===== src/hw/rtl/pcsc_pkg.sv =====
// ----------------------------------------------------------------------------
// pcsc_pkg
// Shared constants and types for the per-channel scale calibration block.
// ----------------------------------------------------------------------------
package pcsc_pkg;

  localparam int MAX_CHANNELS = 64;
  localparam int CH_W         = $clog2(MAX_CHANNELS);
  localparam int CHAN_CNT_W   = 7;
  localparam int ROW_W        = 16;
  localparam int SAMPLE_W     = 16;
  localparam int BITS_W       = 5;
  localparam int QMAX_W       = 16;
  localparam int SCALE_W      = 24;
  localparam int ZP_W         = 32;
  localparam int PADDR_W      = 4;
  localparam int PDATA_W      = 32;

  // divider operands: numerator 2*n+d, denominator 2*d
  localparam int DIV_NUM_W = 41;
  localparam int DIV_DEN_W = QMAX_W + 1;
  localparam int DIV_CNT_W = $clog2(DIV_NUM_W);

  // register indexes (paddr[3:2])
  localparam logic [1:0] REG_ROW_COUNT     = 2'd0;
  localparam logic [1:0] REG_CHANNEL_COUNT = 2'd1;
  localparam logic [1:0] REG_QUANT_BITS    = 2'd2;
  localparam logic [1:0] REG_SYMMETRIC     = 2'd3;

  typedef struct packed {
    logic                 start;
    logic [DIV_NUM_W-1:0] num;
    logic [DIV_DEN_W-1:0] den;
  } div_req_t;

  typedef struct packed {
    logic                 done;
    logic [DIV_NUM_W-1:0] quot;
  } div_rsp_t;

endpackage


===== src/hw/rtl/pcsc_ram.sv =====
// ----------------------------------------------------------------------------
// pcsc_ram
// Generic single-write, single-read RAM with registered read data.
// ----------------------------------------------------------------------------
module pcsc_ram #(
  parameter int WIDTH = 32,
  parameter int DEPTH = 64
) (
  input  logic                     clk_i,
  input  logic                     we_i,
  input  logic [$clog2(DEPTH)-1:0] waddr_i,
  input  logic [WIDTH-1:0]         wdata_i,
  input  logic [$clog2(DEPTH)-1:0] raddr_i,
  output logic [WIDTH-1:0]         rdata_o
);

  logic [WIDTH-1:0] mem_q [DEPTH];

  always_ff @(posedge clk_i) begin
    if (we_i) begin
      mem_q[waddr_i] <= wdata_i;
    end
    rdata_o <= mem_q[raddr_i];
  end

endmodule


===== src/hw/rtl/pcsc_div.sv =====
// ----------------------------------------------------------------------------
// pcsc_div
// Restoring unsigned divider, one quotient bit per cycle.
// ----------------------------------------------------------------------------
module pcsc_div (
  input  logic               clk_i,
  input  logic               rst_ni,
  input  pcsc_pkg::div_req_t req_i,
  output pcsc_pkg::div_rsp_t rsp_o
);

  logic                           busy_q, busy_d;
  logic                           done_q, done_d;
  logic [pcsc_pkg::DIV_CNT_W-1:0] cnt_q, cnt_d;
  logic [pcsc_pkg::DIV_DEN_W-1:0] den_q, den_d;
  logic [pcsc_pkg::DIV_DEN_W-1:0] rem_q, rem_d;
  logic [pcsc_pkg::DIV_NUM_W-1:0] quo_q, quo_d;
  logic [pcsc_pkg::DIV_DEN_W:0]   trial;
  logic                           fits;

  // shift the next numerator bit into the partial remainder
  assign trial = {rem_q, quo_q[pcsc_pkg::DIV_NUM_W-1]};
  assign fits  = trial >= {1'b0, den_q};

  always_comb begin
    busy_d = busy_q;
    done_d = 1'b0;
    cnt_d  = cnt_q;
    den_d  = den_q;
    rem_d  = rem_q;
    quo_d  = quo_q;
    if (req_i.start && !busy_q) begin
      busy_d = 1'b1;
      cnt_d  = pcsc_pkg::DIV_CNT_W'(pcsc_pkg::DIV_NUM_W - 1);
      den_d  = req_i.den;
      rem_d  = '0;
      quo_d  = req_i.num;
    end else if (busy_q) begin
      rem_d = fits ? pcsc_pkg::DIV_DEN_W'(trial - {1'b0, den_q})
                   : trial[pcsc_pkg::DIV_DEN_W-1:0];
      quo_d = {quo_q[pcsc_pkg::DIV_NUM_W-2:0], fits};
      cnt_d = cnt_q - 1'b1;
      if (cnt_q == '0) begin
        busy_d = 1'b0;
        done_d = 1'b1;
      end
    end
  end

  always_ff @(posedge clk_i or negedge rst_ni) begin
    if (!rst_ni) begin
      busy_q <= 1'b0;
      done_q <= 1'b0;
      cnt_q  <= '0;
    end else begin
      busy_q <= busy_d;
      done_q <= done_d;
      cnt_q  <= cnt_d;
    end
  end

  always_ff @(posedge clk_i) begin
    den_q <= den_d;
    rem_q <= rem_d;
    quo_q <= quo_d;
  end

  assign rsp_o.done = done_q;
  assign rsp_o.quot = quo_q;

endmodule


===== src/hw/rtl/per_channel_scale_calibration.sv =====
// A sample outside the final row occupies the block for accept and store update only; a
// final-row sample goes on through operand preparation, the scale division and, if asymmetric,
// the zero-point division to the output state (a zero range skips the divisions); each
// division is 41 steps of the shared bit-serial divider. Input stalls until the block is idle.
// Reset: registers return to row_count 1, channel_count 64, quant_bits 8, symmetric 1;
// positions clear at once, the min/max store is not cleared (row 0 always writes it first).
// ----------------------------------------------------------------------------
// per_channel_scale_calibration
// Running per-channel min/max with scale and zero point on the last row.
// ----------------------------------------------------------------------------
module per_channel_scale_calibration (
  input  logic                               clk_i,
  input  logic                               rst_ni,
  // sample channel
  input  logic                               in_valid_i,
  output logic                               in_stall_o,
  input  logic signed [pcsc_pkg::SAMPLE_W-1:0] in_sample_i,
  // result channel
  output logic                               out_valid_o,
  input  logic                               out_stall_i,
  output logic [pcsc_pkg::CH_W-1:0]          out_channel_o,
  output logic [pcsc_pkg::SCALE_W-1:0]       out_scale_o,
  output logic signed [pcsc_pkg::ZP_W-1:0]   out_zero_point_o,
  output logic                               out_last_o,
  // configuration
  input  logic                               psel,
  input  logic                               penable,
  input  logic                               pwrite,
  input  logic [pcsc_pkg::PADDR_W-1:0]       paddr,
  input  logic [pcsc_pkg::PDATA_W-1:0]       pwdata,
  output logic [pcsc_pkg::PDATA_W-1:0]       prdata,
  output logic                               pready
);

  localparam logic [2:0] S_IDLE   = 3'd0;
  localparam logic [2:0] S_UPD    = 3'd1;
  localparam logic [2:0] S_PREP   = 3'd2;
  localparam logic [2:0] S_SCL_GO = 3'd3;
  localparam logic [2:0] S_SCL_WT = 3'd4;
  localparam logic [2:0] S_ZP_GO  = 3'd5;
  localparam logic [2:0] S_ZP_WT  = 3'd6;
  localparam logic [2:0] S_OUT    = 3'd7;

  localparam int SW = pcsc_pkg::SAMPLE_W;
  localparam int NW = pcsc_pkg::DIV_NUM_W;
  localparam int DW = pcsc_pkg::DIV_DEN_W;
  localparam int CW = pcsc_pkg::CH_W;
  localparam int KW = pcsc_pkg::CHAN_CNT_W;
  localparam int RW = pcsc_pkg::ROW_W;

  // ---------------- configuration registers ----------------
  logic [RW-1:0]                  row_count_q;
  logic [KW-1:0]                  chan_count_q;
  logic [pcsc_pkg::BITS_W-1:0]    qbits_q;
  logic                           sym_q;
  logic                           cfg_wr;

  assign pready = 1'b1;
  assign cfg_wr = psel && penable && pwrite;

  always_ff @(posedge clk_i or negedge rst_ni) begin
    if (!rst_ni) begin
      row_count_q  <= RW'(1);
      chan_count_q <= KW'(64);
      qbits_q      <= pcsc_pkg::BITS_W'(8);
      sym_q        <= 1'b1;
    end else if (cfg_wr) begin
      unique case (paddr[3:2])
        pcsc_pkg::REG_ROW_COUNT:     row_count_q  <= pwdata[RW-1:0];
        pcsc_pkg::REG_CHANNEL_COUNT: chan_count_q <= pwdata[KW-1:0];
        pcsc_pkg::REG_QUANT_BITS:    qbits_q      <= pwdata[pcsc_pkg::BITS_W-1:0];
        pcsc_pkg::REG_SYMMETRIC:     sym_q        <= pwdata[0];
        default: ;
      endcase
    end
  end

  always_comb begin
    prdata = '0;
    unique case (paddr[3:2])
      pcsc_pkg::REG_ROW_COUNT:     prdata = pcsc_pkg::PDATA_W'(row_count_q);
      pcsc_pkg::REG_CHANNEL_COUNT: prdata = pcsc_pkg::PDATA_W'(chan_count_q);
      pcsc_pkg::REG_QUANT_BITS:    prdata = pcsc_pkg::PDATA_W'(qbits_q);
      pcsc_pkg::REG_SYMMETRIC:     prdata = pcsc_pkg::PDATA_W'(sym_q);
      default: ;
    endcase
  end

  // clamped settings
  logic [RW-1:0]               rows;
  logic [KW-1:0]               chans;
  logic [pcsc_pkg::BITS_W-1:0] bits;

  assign rows  = (row_count_q == '0) ? RW'(1) : row_count_q;
  assign chans = (chan_count_q == '0) ? KW'(1)
               : (chan_count_q > KW'(pcsc_pkg::MAX_CHANNELS)) ? KW'(pcsc_pkg::MAX_CHANNELS)
               : chan_count_q;
  assign bits  = (qbits_q < pcsc_pkg::BITS_W'(2))  ? pcsc_pkg::BITS_W'(2)
               : (qbits_q > pcsc_pkg::BITS_W'(16)) ? pcsc_pkg::BITS_W'(16)
               : qbits_q;

  // ---------------- sequencer ----------------
  logic [2:0] state_q, state_d;
  logic       in_acc;
  logic       out_load;

  assign in_stall_o = (state_q != S_IDLE);
  assign in_acc     = in_valid_i && !in_stall_o;

  // position tracking
  logic [RW-1:0] row_q;
  logic [CW-1:0] col_q;
  logic [RW-1:0] r_cur;
  logic [CW-1:0] c_cur;
  logic [RW:0]   r_inc;
  logic [KW-1:0] c_inc;

  assign c_cur = (KW'(col_q) >= chans) ? '0 : col_q;
  assign r_cur = (row_q >= rows) ? '0 : row_q;
  assign r_inc = {1'b0, r_cur} + 1'b1;
  assign c_inc = KW'(c_cur) + 1'b1;

  always_ff @(posedge clk_i or negedge rst_ni) begin
    if (!rst_ni) begin
      row_q <= '0;
      col_q <= '0;
    end else if (cfg_wr) begin
      row_q <= '0;
      col_q <= '0;
    end else if (in_acc) begin
      if (c_inc >= chans) begin
        col_q <= '0;
        row_q <= (r_inc >= {1'b0, rows}) ? '0 : r_inc[RW-1:0];
      end else begin
        col_q <= c_inc[CW-1:0];
      end
    end
  end

  // per-transaction context
  logic signed [SW-1:0] sample_q;
  logic [CW-1:0]        addr_q;
  logic                 first_q, final_q, last_q;

  always_ff @(posedge clk_i) begin
    if (in_acc) begin
      sample_q <= in_sample_i;
      addr_q   <= c_cur;
      first_q  <= (r_cur == '0);
      final_q  <= (r_cur == rows - 1'b1);
      last_q   <= (KW'(c_cur) == chans - 1'b1);
    end
  end

  // ---------------- min/max store ----------------
  logic [2*SW-1:0]      ram_rdata;
  logic signed [SW-1:0] old_lo, old_hi, new_lo, new_hi;
  logic signed [SW-1:0] lo_q, hi_q;

  assign old_lo = ram_rdata[2*SW-1:SW];
  assign old_hi = ram_rdata[SW-1:0];
  assign new_lo = (first_q || sample_q < old_lo) ? sample_q : old_lo;
  assign new_hi = (first_q || sample_q > old_hi) ? sample_q : old_hi;

  pcsc_ram #(
    .WIDTH(2 * SW),
    .DEPTH(pcsc_pkg::MAX_CHANNELS)
  ) u_minmax (
    .clk_i  (clk_i),
    .we_i   (state_q == S_UPD),
    .waddr_i(addr_q),
    .wdata_i({new_lo, new_hi}),
    .raddr_i(c_cur),
    .rdata_o(ram_rdata)
  );

  always_ff @(posedge clk_i) begin
    if (state_q == S_UPD) begin
      lo_q <= new_lo;
      hi_q <= new_hi;
    end
  end

  // ---------------- operand preparation ----------------
  logic [SW:0]                  lo_ext, hi_ext, alo17, ahi17, rng17;
  logic [SW-1:0]                alo, ahi, amax, rng, base;
  logic [SW:0]                  qmax_a17, qmax_s17;
  logic [pcsc_pkg::QMAX_W-1:0]  qmax;
  logic [2*SW-1:0]              prod;

  assign lo_ext   = {lo_q[SW-1], lo_q};
  assign hi_ext   = {hi_q[SW-1], hi_q};
  assign alo17    = lo_q[SW-1] ? ((SW+1)'(0) - lo_ext) : lo_ext;
  assign ahi17    = hi_q[SW-1] ? ((SW+1)'(0) - hi_ext) : hi_ext;
  assign alo      = alo17[SW-1:0];
  assign ahi      = ahi17[SW-1:0];
  assign amax     = (alo > ahi) ? alo : ahi;
  assign rng17    = hi_ext - lo_ext;
  assign rng      = rng17[SW-1:0];
  assign qmax_a17 = ((SW+1)'(1) << bits) - 1'b1;
  assign qmax_s17 = ((SW+1)'(1) << (bits - 1'b1)) - 1'b1;
  assign qmax     = sym_q ? qmax_s17[pcsc_pkg::QMAX_W-1:0] : qmax_a17[pcsc_pkg::QMAX_W-1:0];
  assign base     = sym_q ? amax : rng;
  assign prod     = {{SW{1'b0}}, alo} * {{(2*SW-pcsc_pkg::QMAX_W){1'b0}}, qmax};

  logic [NW-1:0] scl_num_q, zp_num_q;
  logic [DW-1:0] scl_den_q, zp_den_q;

  // div_round(n, d) = floor((2n + d) / 2d); the Q16.8 and Q23.8 shifts fold into n
  always_ff @(posedge clk_i) begin
    if (state_q == S_PREP) begin
      scl_num_q <= (NW'(base) << 9) + NW'(qmax);
      scl_den_q <= {qmax, 1'b0};
      zp_num_q  <= (NW'(prod) << 9) + NW'(rng);
      zp_den_q  <= {rng, 1'b0};
    end
  end

  // ---------------- shared divider ----------------
  pcsc_pkg::div_req_t div_req;
  pcsc_pkg::div_rsp_t div_rsp;

  assign div_req.start = (state_q == S_SCL_GO) || (state_q == S_ZP_GO);
  assign div_req.num   = (state_q == S_ZP_GO) ? zp_num_q : scl_num_q;
  assign div_req.den   = (state_q == S_ZP_GO) ? zp_den_q : scl_den_q;

  pcsc_div u_div (
    .clk_i (clk_i),
    .rst_ni(rst_ni),
    .req_i (div_req),
    .rsp_o (div_rsp)
  );

  // ---------------- result assembly ----------------
  logic [pcsc_pkg::SCALE_W-1:0] scale_q, scale_d;
  logic [pcsc_pkg::ZP_W-1:0]    zp_q, zp_d;
  logic [pcsc_pkg::ZP_W-1:0]    zp_mag;

  always_comb begin
    zp_mag = '0;
    if (lo_q[SW-1]) begin
      zp_mag = (div_rsp.quot > NW'(32'h7FFF_FFFF)) ? 32'h7FFF_FFFF
             : div_rsp.quot[pcsc_pkg::ZP_W-1:0];
    end else begin
      zp_mag = (div_rsp.quot > NW'(32'h8000_0000)) ? 32'h8000_0000
             : div_rsp.quot[pcsc_pkg::ZP_W-1:0];
    end
  end

  always_comb begin
    state_d = state_q;
    scale_d = scale_q;
    zp_d    = zp_q;
    unique case (state_q)
      S_IDLE: begin
        if (in_acc) state_d = S_UPD;
      end
      S_UPD: begin
        state_d = final_q ? S_PREP : S_IDLE;
      end
      S_PREP: begin
        zp_d = '0;
        if (base == '0) begin
          scale_d = pcsc_pkg::SCALE_W'(65536);
          state_d = S_OUT;
        end else begin
          state_d = S_SCL_GO;
        end
      end
      S_SCL_GO: state_d = S_SCL_WT;
      S_SCL_WT: begin
        if (div_rsp.done) begin
          scale_d = (div_rsp.quot > NW'(24'hFF_FFFF)) ? 24'hFF_FFFF
                  : div_rsp.quot[pcsc_pkg::SCALE_W-1:0];
          state_d = sym_q ? S_OUT : S_ZP_GO;
        end
      end
      S_ZP_GO: state_d = S_ZP_WT;
      S_ZP_WT: begin
        if (div_rsp.done) begin
          if (lo_q[SW-1]) begin
            zp_d = zp_mag;
          end else if (lo_q != '0) begin
            zp_d = pcsc_pkg::ZP_W'(0) - zp_mag;
          end
          state_d = S_OUT;
        end
      end
      S_OUT: begin
        if (out_load) state_d = S_IDLE;
      end
      default: state_d = S_IDLE;
    endcase
  end

  assign out_load = (state_q == S_OUT) && (!out_valid_o || !out_stall_i);

  always_ff @(posedge clk_i or negedge rst_ni) begin
    if (!rst_ni) begin
      state_q <= S_IDLE;
    end else begin
      state_q <= state_d;
    end
  end

  always_ff @(posedge clk_i) begin
    scale_q <= scale_d;
    zp_q    <= zp_d;
  end

  // ---------------- output register ----------------
  logic out_valid_q;

  always_ff @(posedge clk_i or negedge rst_ni) begin
    if (!rst_ni) begin
      out_valid_q <= 1'b0;
    end else if (out_load) begin
      out_valid_q <= 1'b1;
    end else if (!out_stall_i) begin
      out_valid_q <= 1'b0;
    end
  end

  always_ff @(posedge clk_i) begin
    if (out_load) begin
      out_channel_o    <= addr_q;
      out_scale_o      <= scale_q;
      out_zero_point_o <= zp_q;
      out_last_o       <= last_q;
    end
  end

  assign out_valid_o = out_valid_q;

  // ---------------- assertions ----------------
  a_div_done_in_wait: assert property (@(posedge clk_i) disable iff (!rst_ni)
    div_rsp.done |-> (state_q == S_SCL_WT || state_q == S_ZP_WT))
    else $error("divider finished outside a wait state");

  a_accept_to_update: assert property (@(posedge clk_i) disable iff (!rst_ni)
    in_acc |=> (state_q == S_UPD))
    else $error("accepted sample did not reach store update");

  a_no_result_overwrite: assert property (@(posedge clk_i) disable iff (!rst_ni)
    out_load |-> (!out_valid_o || !out_stall_i))
    else $error("pending result overwritten");

  a_sym_zero_point: assert property (@(posedge clk_i) disable iff (!rst_ni)
    (out_valid_o && sym_q) |-> (out_zero_point_o == '0))
    else $error("nonzero zero point in symmetric mode");

endmodule

===== config.mk =====
export PLATFORM = sky130hd
export DESIGN_NAME = per_channel_scale_calibration
export DESIGN_NICKNAME = d
export VERILOG_FILES = /design/src/hw/rtl/pcsc_pkg.sv /design/src/hw/rtl/pcsc_ram.sv /design/src/hw/rtl/pcsc_div.sv /design/src/hw/rtl/per_channel_scale_calibration.sv
export SDC_FILE = /design/constraint.sdc
export NUM_CORES = 2
export LEC_CHECK = 0
export BUFFER_PORTS_ARGS = -buffer_cell sky130_fd_sc_hd__clkbuf_2
export CORE_MARGIN = 2
export CORE_UTILIZATION = 48
export CTS_BUF_LIST = sky130_fd_sc_hd__clkbuf_8
export CTS_CLUSTER_SIZE = 14
export DETAILED_ROUTE_END_ITERATION = 12
export PLACE_DENSITY_LB_ADDON = 0.15
export SLEW_MARGIN = 20
export SYNTH_ARGS = -nofsm -noshare
export SYNTH_HDL_FRONTEND = slang
export SYNTH_HIERARCHICAL = 1
export SYNTH_SLANG_ARGS = --single-unit

===== constraint.sdc =====
create_clock -name clk_i -period 12.6 [get_ports clk_i]
set_input_delay 2.52 -clock clk_i [delete_from_list [all_inputs] [get_ports clk_i]]
set_output_delay 2.52 -clock clk_i [all_outputs]
set_load 0.1 [all_outputs]

== Word-level counts from Yosys, hierarchy flattened ==
Memories as Yosys holds them, arrays and structs flattened. A register that Yosys moved wholly into a read port is not among the register bits.
Cells that the tools add are included.

* Word-level logic and storage cells: 176
* Flip-flop bits (word level): 428
* Memory bits (writable): 2048
* Bits in latches: 0
* Output and inout bits: 98
* ROM bits: 0
* Memories kept: 1

* Reduce and logical (&&, ||, !) cells: 35
* Muxes and demuxes: 58
* Bitwise operators: 0
* Eq/ne operators: 19
* $add $sub $neg: 15
* Order comparisons: 14
* Multiply operators: 1
* Shift-type cells: 2
* Div/mod/pow operators: 0

{| class="wikitable"
|+ Memory list
! name !! depth !! bits a word !! rd ports !! clocked after memory_dff !! write ports !! RTL line !! text
|-
| u_minmax.mem_q || 64 || 32 || 1 || 1 || 1 || pcsc_ram.sv:17 || <nowiki>logic [WIDTH-1:0] mem_q [DEPTH];</nowiki>
|}

{| class="wikitable"
|+ Operators by type and width
! operator !! number
|-
| 16-bit two-way mux || 13
|-
| 32-bit two-way mux || 6
|-
| 32-bit one-hot mux with 4 select lines || 1
|-
| 41-bit two-way mux || 3
|-
| 24-bit two-way mux || 3
|-
| 32-bit one-hot mux with 2 select lines || 1
|-
| 16-bit zero test || 3
|-
| 24-bit one-hot mux with 2 select lines || 1
|-
| 16-bit by 1-bit subtractor with 16-bit output, second input constant || 3
|-
| 41-bit by 16-bit adder with 41-bit output || 1
|-
| 41-bit by 24-bit greater-than comparator with 1-bit output, second input constant || 1
|-
| 41-bit by 31-bit greater-than comparator with 1-bit output, second input constant || 1
|-
| 41-bit by 32-bit greater-than comparator with 1-bit output, second input constant || 1
|-
| 6-bit two-way mux || 6
|-
| 17-bit two-way mux || 2
|-
| 16-bit greater-than comparator || 2
|-
| 16-bit by 16-bit multiplier with 32-bit output || 1
|-
| 1-bit by 5-bit left shift with 16-bit output, first input constant || 2
|-
| 1-bit by 16-bit subtractor with 16-bit output, first input constant || 2
|-
| 1-bit by 32-bit subtractor with 32-bit output, first input constant || 1
|-
| 25-bit by 16-bit adder with 26-bit output || 1
|-
| 3-bit one-hot mux with 8 select lines || 1
|-
| 18-bit by 17-bit greater-or-equal comparator with 1-bit output || 1
|-
| 16-bit by 1-bit adder with 17-bit output, second input constant || 1
|-
| other kinds (42) || 86
|}

== Longest topological paths before layout ==
* Depth after elaboration: 10
* Mapped depth: 41
* Mapped depth without buffers: 37

== Modules after synthesis ==
The synthesis kept the hierarchy.

{| class="wikitable"
|+ Modules (own cells, without submodules)
! module !! times used !! sequential area each (sq um) !! area each (sq um) !! cells each
|-
| pcsc_ram || 1 || 62139.6 || 78515.3 || 3324
|-
| per_channel_scale_calibration || 1 || 9098.7 || 28215.8 || 2894
|-
| pcsc_div || 1 || 2282.2 || 4199.0 || 348
|}

== Worst setup path after synthesis ==
No wires, ideal clock.

* Path type: register to register
* From: register qbits_q[1] in the netlist's numbering
* To: register zp_num_q[38] (data pin)
* Clock period less this slack: 9.365 ns
* Stages on the path, launching flop included: 39
* Slack: 3.235 ns
* Arrival: 9.102 ns
* Cell sequence: dfrtp_1 -> clkbuf_1 -> or3_1 -> nand2_1 -> ha_1 -> nand2_1 -> xor2_1 -> nand2_1 -> nor2_1 -> and2_1 -> clkbuf_1 -> clkinv_1 -> ha_1 -> nand2_1 -> xor2_1 -> clkbuf_1 -> nand2_1 -> fa_1 -> (+3 left out) -> fa_1 -> inv_1 -> fa_1 -> fa_1 -> inv_1 -> fa_1 -> inv_1 -> ha_1 -> and4_1 -> and3_1 -> o21ai_4 -> a21oi_1 -> a2111oi_4 -> nand3_1 -> or3_1 -> or2_1 -> nor3b_2 -> xor2_1

* Longest elaborated chain between the ends: 9
* Elaborated cells between the ends (all ways): 12

{| class="wikitable"
|+ RTL lines
! element !! RTL line !! text
|-
| from (decl) || per_channel_scale_calibration.sv:54 || <nowiki>logic [pcsc_pkg::BITS_W-1:0] qbits_q;</nowiki>
|-
| from (signal assigned) || per_channel_scale_calibration.sv:65 || <nowiki>qbits_q <= pcsc_pkg::BITS_W'(8);</nowiki>
|-
| from (signal assigned) || per_channel_scale_calibration.sv:71 || <nowiki>pcsc_pkg::REG_QUANT_BITS: qbits_q <= pwdata[pcsc_pkg::BITS_W-1:0];</nowiki>
|-
| 5-bit greater-than comparator || per_channel_scale_calibration.sv:99 || <nowiki>: (qbits_q > pcsc_pkg::BITS_W'(16)) ? pcsc_pkg::BITS_W'(16)</nowiki>
|-
| 5-bit two-way mux || per_channel_scale_calibration.sv:99 ||
|-
| 5-bit two-way mux (*) || per_channel_scale_calibration.sv:98 || <nowiki>assign bits = (qbits_q < pcsc_pkg::BITS_W'(2)) ? pcsc_pkg::BITS_W'(2)</nowiki>
|-
| 5-bit by 1-bit subtractor with 5-bit output || per_channel_scale_calibration.sv:201 || <nowiki>assign qmax_s17 = ((SW+1)'(1) << (bits - 1'b1)) - 1'b1;</nowiki>
|-
| 1-bit by 5-bit left shift with 16-bit output || per_channel_scale_calibration.sv:201 ||
|-
| 16-bit by 1-bit subtractor with 16-bit output || per_channel_scale_calibration.sv:201 ||
|-
| 16-bit two-way mux (*) || per_channel_scale_calibration.sv:202 || <nowiki>assign qmax = sym_q ? qmax_s17[pcsc_pkg::QMAX_W-1:0] : qmax_a17[pcsc_pkg::QMAX_W-1:0];</nowiki>
|-
| named net qmax, one bit || per_channel_scale_calibration.sv:188 || <nowiki>logic [pcsc_pkg::QMAX_W-1:0] qmax;</nowiki>
|-
| 16-bit by 16-bit multiplier with 32-bit output (*) || per_channel_scale_calibration.sv:204 || <nowiki>assign prod = {{SW{1'b0}}, alo} * {{(2*SW-pcsc_pkg::QMAX_W){1'b0}}, qmax};</nowiki>
|-
| 41-bit by 16-bit adder with 41-bit output (*) || per_channel_scale_calibration.sv:214 || <nowiki>zp_num_q <= (NW'(prod) << 9) + NW'(rng);</nowiki>
|-
| to (signal assigned) || per_channel_scale_calibration.sv:214 ||
|-
| to (decl) || per_channel_scale_calibration.sv:206 || <nowiki>logic [NW-1:0] scl_num_q, zp_num_q;</nowiki>
|}

Mark *: on every way through the listed nets, which the timed path passes. The rest lies on a longest branch.
A chain may end at the register's enable or synchronous reset.

== Final worst setup path ==
* From: register sym_q
* To: register zp_num_q[38] (data pin)

* Longest elaborated chain between the ends: 3

{| class="wikitable"
|+ RTL lines
! element !! RTL line !! text
|-
| from (decl) || per_channel_scale_calibration.sv:55 || <nowiki>logic sym_q;</nowiki>
|-
| from (signal assigned) || per_channel_scale_calibration.sv:72 || <nowiki>pcsc_pkg::REG_SYMMETRIC: sym_q <= pwdata[0];</nowiki>
|-
| 16-bit two-way mux || per_channel_scale_calibration.sv:202 ||
|-
| named net qmax, one bit || per_channel_scale_calibration.sv:188 ||
|-
| 16-bit by 16-bit multiplier with 32-bit output || per_channel_scale_calibration.sv:204 ||
|-
| 41-bit by 16-bit adder with 41-bit output || per_channel_scale_calibration.sv:214 ||
|}

The timed path passes the listed nets, and every way through them passes these cells.

==> impl_metrics.yaml <==
status:
  outcome: "finished clean"
synth:
  ys_seq_elements: 2475
  synth_top_family_by_area: "multiplexers"
  synth.avg_cell_area_um2: 16.89
  yosys_warnings: 6
  synthXorXnorAreaFrac: 0.01373
  ys_seq_area_frac: 0.6628
  synth_compound_area_frac: 0.04653
  synth_fa_ha_area_frac: 0.06427
  synth-main-ff-cell: "edfxtp_1"
  async_reset_ff_frac: 0.02545
  synth_area_mm2: 0.1109
  synth_edf_count: 2363
  yosysUniqueCellTypes: 106
  postSynthCellCount: 6566
  synthMuxAreaShare: 0.1357
  synthSimpleGateAreaFrac: 0.04991
detailed_routing:
  via_count: 61699
  ant_nets: 0
  vias_per_cell: 5.985
  drtPass1Iterations: 7
  dr.first_iter.drc_count: 6225
  drt_wl_total_mm: 290.1
  drt-wirelength-per-cell_um: 28.15
  drc: 0
global_route:
  grt_pass1_vias: 62732
  grt_remaining_overflow: 0
  grtUsageTotal: 0.2464
  grt_max_degree: 109
  grt_pass1_wl_mm: 423.5
  antenna_found_initial: 14
clock_network:
  cts-root-buf: "clkbuf_8"
  clock_latency_ps: 1100
  cts_resized: 0
  clockBufferDepth: 4
  htree_num_levels: 5
  cts_sinks: 2475
  cts_setup_buffers: 0
  cts_tree: "done"
  cts_made_buffers: 414
  cts.hold.buffers_added: 0
  clk_pin_slew_worst_paths_ps: 60
sta:
  max_slew_margin: 0.2535
  fin_crit_ps: 11380
  setup_viol: 0
  rsz0062_at_grt: "no"
  worst_pin_slew_ps: 1110
  finalHoldViolations: 0
  slew_violations: 0
  tns_ps: 0
  clock_skew_ps: 118.9
  max_freq_ghz: 0.08788
  fin_crit_sh: 0.9031
critical_path:
  setup.worst_path.start: "sym_q$_DFFE_PN1P_"
  ff2ff_setup_slack_ps: 1220
  cp.required_ps: 13370
  crit_end: "zp_num_q[38]$_DFFE_PP_"
  crit_top_cell: "fa_1"
  critPathSlowestCell: "xor2_1"
  worstSetupPathType: "reg -> reg"
  reg2reg_to: "zp_num_q[38]$_DFFE_PP_"
  cp_max_fo: 21
  cp-end-kind: "flip-flop"
  cp-start-kind: "flip-flop"
  path_depth: 31
  r2r_start: "sym_q$_DFFE_PN1P_"
  path_delay_family: "adder cells"
  ff2ff_path_depth: 31
  worstPathArrival_ps: 12150
  cpPeakStageDelay_ps: 700
  path_buf_inv: 6
floorplan:
  boundaryPins: 157
  core_mm2: 0.2299
  dieArea_mm2: 0.2350
  die_x_um: 484.7
  die_height_um: 484.7
  start_util: 0.4825
  rows: 176
placed_design:
  gp_congestion: 0.8808
  dp_hpwl_mm: 172.4
  portBuffers: 121
  place_area_mm2: 0.1158
worst_hold_path:
  min_path_type: "reg -> reg"
  hp-start: "scale_q[10]$_SDFFCE_PN0P_"
layout:
  area_growth_pct: 11.00
  final_area_mm2: 0.1231
  fin_nets: 7480
  fillers: 18459
  final_layout_size_suffix_gt1_frac: 0.2207
flow_run:
  drv_cap: 0
## per-layer routing
layer,track usage,up-vias,part of all wire
li1,-,26380,-
met4,0.07455,0,0.027
met3,0.04181,430,0.073
met5,0,-,0
met1,0.3465,32477,0.42
met2,0.3965,2412,0.48
## cell type report
cell class	instances	area, um^2	share of cell area
Antenna cell	12	30.03	0.0002439
Clock buffer	428	5891	0.04784
Clock inverter	289	1358	0.01102
Inverter	396	1496	0.01215
Multi-Input combinational cell	3389	35060	0.2847
Sequential cell	2475	73520	0.5971
Tap cell	3026	3786	0.03075
Timing Repair Buffer	294	1992	0.01618
## through the flow
step	hold slack (ps)	utilization	std cells	worst slack [ps]
floorplan	400.3	-	6582	3235
global placement	402.2	0.5039	9580	1496
detailed placement	404.5	0.5039	9580	1404
CTS	418.6	0.5354	10297	1365
global route	423.4	0.5355	10302	584.8
finish	416.4	0.5356	10309	1221
## worst min-delay path by stage
| stage | endpoint | slack (ps) | depth (start not counted) |
|---|---|---|---|
| 2_1_floorplan | out_last_o$_DFFE_PP_ | 400 | 0 |
| 3_3_place_gp | out_zero_point_o[30]$_DFFE_PP_ | 400 | 0 |
| 4_1_cts | out_zero_point_o[1]$_DFFE_PP_ | 420 | 0 |
| 5_1_grt | out_zero_point_o[14]$_DFFE_PP_ | 420 | 0 |
| 3_5_place_dp | out_zero_point_o[5]$_DFFE_PP_ | 400 | 0 |
| 6_report | out_scale_o[10]$_DFFE_PP_ | 420 | 0 |
## layout by cell type (no fill, tap or decap), drive strengths merged, types with 13 or more instances in the layout
master  count
edfxtp   2363
clkbuf    548
mux4      545
inv       525
nor2      356
nand2     355
ha        253
a21oi     208
fa        198
buf       174
clkinv    147
mux2      143
o21ai     120
mux2i     117
xnor2     110
o22ai      94
xor2       63
nand3      61
nor3       61
dfrtp      59
a21o       57
and2       54
dfxtp      49
o21a       48
nand4      43
nor2b      43
and3       41
o31ai      37
nand2b     31
or3        30
a211oi     30
o221ai     29
or2        22
nor4       19
conb       18
a31oi      15
a22oi      14
or4        14
a311oi     13
## worst register-to-register path: cells and delay by family, from the launching register on
| kind | cells | cell delay, ps |
|---|---|---|
| fa+ha+maj | 8 | 3610 |
| flops | 1 | 540 |
| compound gates | 5 | 1850 |
| xor+xnor | 3 | 1010 |
| simple gates | 9 | 2480 |
| buf+inv | 6 | 1640 |
## cell families (layout without fill, tap and decap cells)
family	Yosys count	count (layout)
DFF	2475	2475
AOI/OAI and AO/OA	773	773
xor gates and xnor gates	173	173
and+or+nand+nor	1169	1169
muxes	805	805
other	2	30
buffers and inverters	718	1407
adders and majority gates	451	451
## synth_stat cells (all sizes together) (120+ instances only)
library cell / instances / area share
mux2: 143 / 0.015
buf: 150 / 0.0078
ha: 253 / 0.029
nand2: 355 / 0.012
edfxtp: 2363 / 0.64
clkbuf: 172 / 0.0058
a21oi: 208 / 0.0095
nor2: 356 / 0.012
fa: 198 / 0.036
o21ai: 120 / 0.0055
inv: 388 / 0.013
mux4: 545 / 0.11
## flip-flops by register name (all words and copies together), names as in the netlist, 7 cells and up
signal,flops
row_q,16
row_count_q,16
zp_q,32
scl_den_q,16
chan_count_q,7
zp_num_q,41
u_div/den_q,17
u_minmax/rdata_o,32
out_zero_point_o,32
out_scale_o,24
hi_q,16
scl_num_q,17
sample_q,16
u_minmax/mem_q,2048
scale_q,24
u_div/rem_q,17
u_div/quo_q,41
lo_q,16
zp_den_q,7
Power is left out: the tool's default activity adds up to more than one toggle a clock period on the data nets, which glitch-free logic cannot reach.
